`src/sv/triangle_primitive_assembler_unit_assert.svh`:
```
// Assertion macros for the triangle primitive assembler.
// Included by the top level; no other dependencies.
`ifndef TRIANGLE_PRIMITIVE_ASSEMBLER_UNIT_ASSERT_SVH
`define TRIANGLE_PRIMITIVE_ASSEMBLER_UNIT_ASSERT_SVH
`ifndef SYNTH
// Clocked check, held off while reset is low.
`define TPA_ASSERT(lbl, clk, rst_n, prop) \
    lbl: assert property (@(posedge clk) disable iff (!(rst_n)) (prop)) \
        else $error("%m: assertion failed");
// Clocked check that also holds during reset.
`define TPA_ASSERT_ALWAYS(lbl, clk, prop) \
    lbl: assert property (@(posedge clk) (prop)) \
        else $error("%m: assertion failed");
`else
`define TPA_ASSERT(lbl, clk, rst_n, prop)
`define TPA_ASSERT_ALWAYS(lbl, clk, prop)
`endif
`endif

```
`src/sv/tpa_pkg.sv`:
```
// Shared types, codes and sizes of the triangle primitive assembler.
// No dependencies; imported by the top level and the element unit.
package tpa_pkg;

    localparam int INDEX_WORDS = 1024;
    localparam int ADDR_W      = $clog2(INDEX_WORDS);
    localparam int POS_W       = 16;
    localparam int CAP_W       = POS_W + 1;
    localparam logic [CAP_W-1:0] INDEX_WORDS_CAP = CAP_W'(INDEX_WORDS);
    localparam int CFG_IDX_W   = 3;
    localparam int CFG_DATA_W  = 32;

    localparam logic [CFG_IDX_W-1:0] CFG_TOPOLOGY     = 3'd0;
    localparam logic [CFG_IDX_W-1:0] CFG_INDEXED      = 3'd1;
    localparam logic [CFG_IDX_W-1:0] CFG_INDEX_WIDTH  = 3'd2;
    localparam logic [CFG_IDX_W-1:0] CFG_INDEX_COUNT  = 3'd3;
    localparam logic [CFG_IDX_W-1:0] CFG_VERTEX_COUNT = 3'd4;

    localparam logic [1:0] TOPO_LIST    = 2'd0;
    localparam logic [1:0] TOPO_STRIP   = 2'd1;
    localparam logic [1:0] TOPO_FAN     = 2'd2;
    localparam logic [1:0] TOPO_INVALID = 2'd3;

    localparam logic [1:0] WIDTH_BYTE    = 2'd0;
    localparam logic [1:0] WIDTH_HALF    = 2'd1;
    localparam logic [1:0] WIDTH_WORD    = 2'd2;
    localparam logic [1:0] WIDTH_UNKNOWN = 2'd3;

    localparam logic [1:0] ST_OK   = 2'd0;
    localparam logic [1:0] ST_OOB  = 2'd1;
    localparam logic [1:0] ST_TOPO = 2'd2;

    localparam logic MODE_LOAD     = 1'b0;
    localparam logic MODE_ASSEMBLE = 1'b1;

    typedef struct packed {
        logic [1:0]  topology;
        logic        indexed;
        logic [1:0]  index_width;
        logic [15:0] index_count;
        logic [31:0] vertex_count;
    } t_cfg;

endpackage

```
`src/sv/tpa_elem_unit.sv`:
```
// Shared element unit: lane select (or position if unindexed), bound compare.
// Depends on tpa_pkg for the configuration struct and width codes.
module tpa_elem_unit (
    input  tpa_pkg::t_cfg                i_cfg,
    input  logic [31:0]                  i_word,
    input  logic [tpa_pkg::POS_W-1:0]    i_pos,
    output logic [31:0]                  o_elem,
    output logic                         o_oob
);
    import tpa_pkg::*;

    always_comb begin
        if (!i_cfg.indexed) begin
            o_elem = 32'(i_pos);
        end else begin
            case (i_cfg.index_width)
                WIDTH_BYTE: o_elem = {24'd0, i_word[8*i_pos[1:0] +: 8]};
                WIDTH_HALF: o_elem = {16'd0, i_pos[0] ? i_word[31:16] : i_word[15:0]};
                WIDTH_WORD: o_elem = i_word;
                default:    o_elem = 32'd0;
            endcase
        end
        o_oob = (o_elem >= i_cfg.vertex_count);
    end
endmodule
```
`config.mk`:
```
export PLATFORM = sky130hd
export DESIGN_NAME = tpa_elem_unit
export DESIGN_NICKNAME = d
export VERILOG_FILES = /design/src/sv/triangle_primitive_assembler_unit_assert.svh /design/src/sv/tpa_pkg.sv /design/src/sv/tpa_elem_unit.sv
export SDC_FILE = /design/constraint.sdc
export NUM_CORES = 1
export LEC_CHECK = 0
export ABC_CLOCK_PERIOD_IN_PS = 4400
export BUFFER_PORTS_ARGS = -buffer_cell sky130_fd_sc_hd__clkbuf_2
export CAP_MARGIN = 20
export CORE_MARGIN = 2
export CORE_UTILIZATION = 42
export DETAILED_ROUTE_END_ITERATION = 10
export PLACE_DENSITY = 0.84
export SLEW_MARGIN = 25
export SYNTH_ARGS = -nofsm -noshare
export SYNTH_HDL_FRONTEND = slang
export SYNTH_SLANG_ARGS = --single-unit
```
`constraint.sdc`:
```
create_clock -name vclk -period 4.4
set_input_delay 0.66 -clock vclk [all_inputs]
set_output_delay 0.66 -clock vclk [all_outputs]
set_load 0.1 [all_outputs]
```
==> impl_metrics.csv <==
group,metric,value,unit
status,outcome,"finished, final reports clean",
floorplan,die_h,66.9,microns
timing,worstMarginPinSlew,578,ps
timing,final-setup-viol-count,0,
final_layout,register_area,0,sq um
floorplan,rows,22,
power_and_ir_drop,cellLeakagePower,0.00142,uW
synth,ys_seq_area_share,0,%
flow_run,cap_violations,0,
routing,drt_wl_total,5210,microns
global_routing,grt_max_degree,26,
timing,slew_viol_final,0,
final_layout,drive_gt1_share,52.6,%
synth,netlist_area,1660,sq um
clock_tree,postCtsHoldBufs,0,
synth,synth-xor-area-share,0,%
routing,drt-wirelength-per-cell,14.0,microns
routing,drcViolationCount,0,
final_layout,area.growth.synth_to_final,47.6,%
setup_path,path_buf_inv,4,
setup_path,cp_cell_sequence,"clkbuf_4 -> buf_12 -> mux2_4 -> mux4_2 -> o21ai_1 -> a2bb2oi_2 -> a21o_1 -> ha_1 -> nand2b_1 -> a211oi_2 -> o21ai_1 -> a311oi_2 -> buf_4 -> o21ai_4 -> buf_12",
floorplan,dieArea,4470,sq um
power_and_ir_drop,cellPowerDensity,149,nW/um^2
timing,hold_violations,0,
floorplan,initial_core_util,44.4,%
timing,fin_ws,124,ps
floorplan,core,3740,sq um
placement,place_ws,-101,ps
routing,avgViaCountPerCell,5.43,
global_routing,grt_pass1_vias,1857,
synth,synthCells,216,
synth,yosysWarnings,0,
final_layout,clock_buffers,0,
routing,ant_nets,0,
setup_path,start_kind,"primary input",
timing,slew-limit-headroom,61.4,%
synth,synthSimpleGateAreaFrac,21.8,%
min_path,min_path_type,"in -> out",
setup_path,crit_type,"in -> out",
synth,synth_top_family_by_area,"compound AO/OA/AOI/OAI gates",
final_layout,n_antenna_cell,0,
setup_path,required,3740,ps
floorplan,pin_count,134,
synth,synth_compound_area_share,24.6,%
synth,synthAdderAreaFrac,24.1,%
global_routing,antenna_found_initial,0,
final_layout,layout_commonest_cell,"clkbuf_2",
power_and_ir_drop,ir_drop,0.139,mV
global_routing,grt_pass1_wl,8110,microns
placement,place.gp.congestion,0.859,
timing,post-route-period-util,97.2,%
setup_path,arrival,3620,ps
final_layout,seq_cells,0,
placement,port-buffer-count,116,
synth,ys_types,34,
setup_path,cp-end-kind,"primary output",
global_routing,overflow,0,
global_routing,grt_usage,23.0,%
synth,synthMuxAreaShare,17.4,%
final_layout,fin_nets,460,
timing,fin_hold_ws,1910,ps
setup_path,cp_max_fo,14,
synth,syn-num-nets,349,
routing,firstDrtPassIters,4,
placement,dpl.hpwl,4480,microns
timing,fmax,234,MHz
floorplan,die_w,66.9,microns
setup_path,cpPeakStageDelay,440,ps
final_layout,final_cell_mix,"clkbuf_2, ha_1, inv_1",
timing,fin_crit,4280,ps
routing,via_count,2026,
setup_path,cp_top_family,"compound AO/OA/AOI/OAI gates",
setup_path,slowest_stage,"mux4_2",
synth,syn_avg_cell_area,7.69,sq um
routing,drt_iter0_drc,92,
final_layout,fin_util,65.4,%
==> Yosys cell counts <==
master	number	area (sq um)
inv_1	31	116
nand4_1	4	25.0
o21ai_0	10	50.1
a21oi_1	17	85.1
a22oi_1	1	7.51
nand2_1	2	7.51
mux4_2	8	180
nor2_1	12	45.0
buf_2	4	20.0
a2111oi_0	1	8.76
ha_1	32	400
buf_8	1	15.0
nor2b_1	11	68.8
buf_6	2	22.5
o21a_1	1	7.51
o21ai_2	1	8.76
a211o_1	1	8.76
or2b_1	2	15.0
or2_2	1	6.26
and4_1	2	17.5
a21o_1	5	37.5
clkbuf_1	7	26.3
a2bb2oi_1	8	70.1
a311oi_1	1	8.76
a221oi_1	1	8.76
and3_1	18	113
a221o_1	8	80.1
nand2b_1	7	43.8
mux2_4	2	30.0
nand3_1	4	20.0
mux2_2	7	78.8
o21ai_1	1	5.00
a211oi_1	2	15.0
o211ai_1	1	7.51
==> through the flow <==
stage / TNS, ps / area (sq um) / total power [uW] / instances
after floorplan: 0 / 1760 / 266 / 216
after global placement: -111 / 2380 / 347 / 372
after detailed placement: -101 / 2380 / 352 / 372
after CTS: 0 / 2400 / 357 / 372
after global routing: -39.9 / 2450 / 394 / 373
final: 0 / 2450 / 365 / 373
==> worst paths after layout <==
kind / slack [ps] / cells past startpoint / start / to
worst max-delay path: 120 / 15 / i_pos[1] / o_oob
worst min-delay path: 1910 / 6 / i_cfg[31] / o_oob
==> layout make-up <==
type                            instances  area (sq um)
Multi-Input combinational cell        171          1610
Fill cell                             364          1290
Timing Repair Buffer                  123           663
Inverter                               31           116
Tap cell                               48          60.1
==> metal layers <==
layer,vias up,track usage (%),routed length [microns]
li1,1024,-,-
met1,909,29.9,2180
met2,89,42.0,2550
met3,4,3.38,449
met4,0,1.02,27
met5,-,0,0
==> tightest hold or removal path, cell delays in order <==
cell       delay, ps
clkbuf_2          80
inv_1             40
ha_1             150
a2111oi_1         80
o21ai_4           70
buf_12           170
==> cells by family (layout without fill, tap and decap cells) <==
logic type                 Yosys count  in the layout
adders and majority gates           32             32
AOI/OAI and AO/OA                   59             59
muxes                               17             17
and+or+nand+nor                     63             63
buffers and inverters               45            154
==> power by group <==
part	total (uW)	internal, uW	switching (uW)
logic	365	125	240
clock network	0	0	0
registers	0	0	0
total	365	125	240
==> what timing repair did <==
item | 4_1_cts | 5_1_grt
gates resized for setup | 4 | 13
hold endpoints to repair | 0 | 0
setup buffers | 0 | 1
setup endpoints to repair | 1 | 1
pin swaps | 1 | 1
No activity file was read; power rests on OpenSTA's default activity.
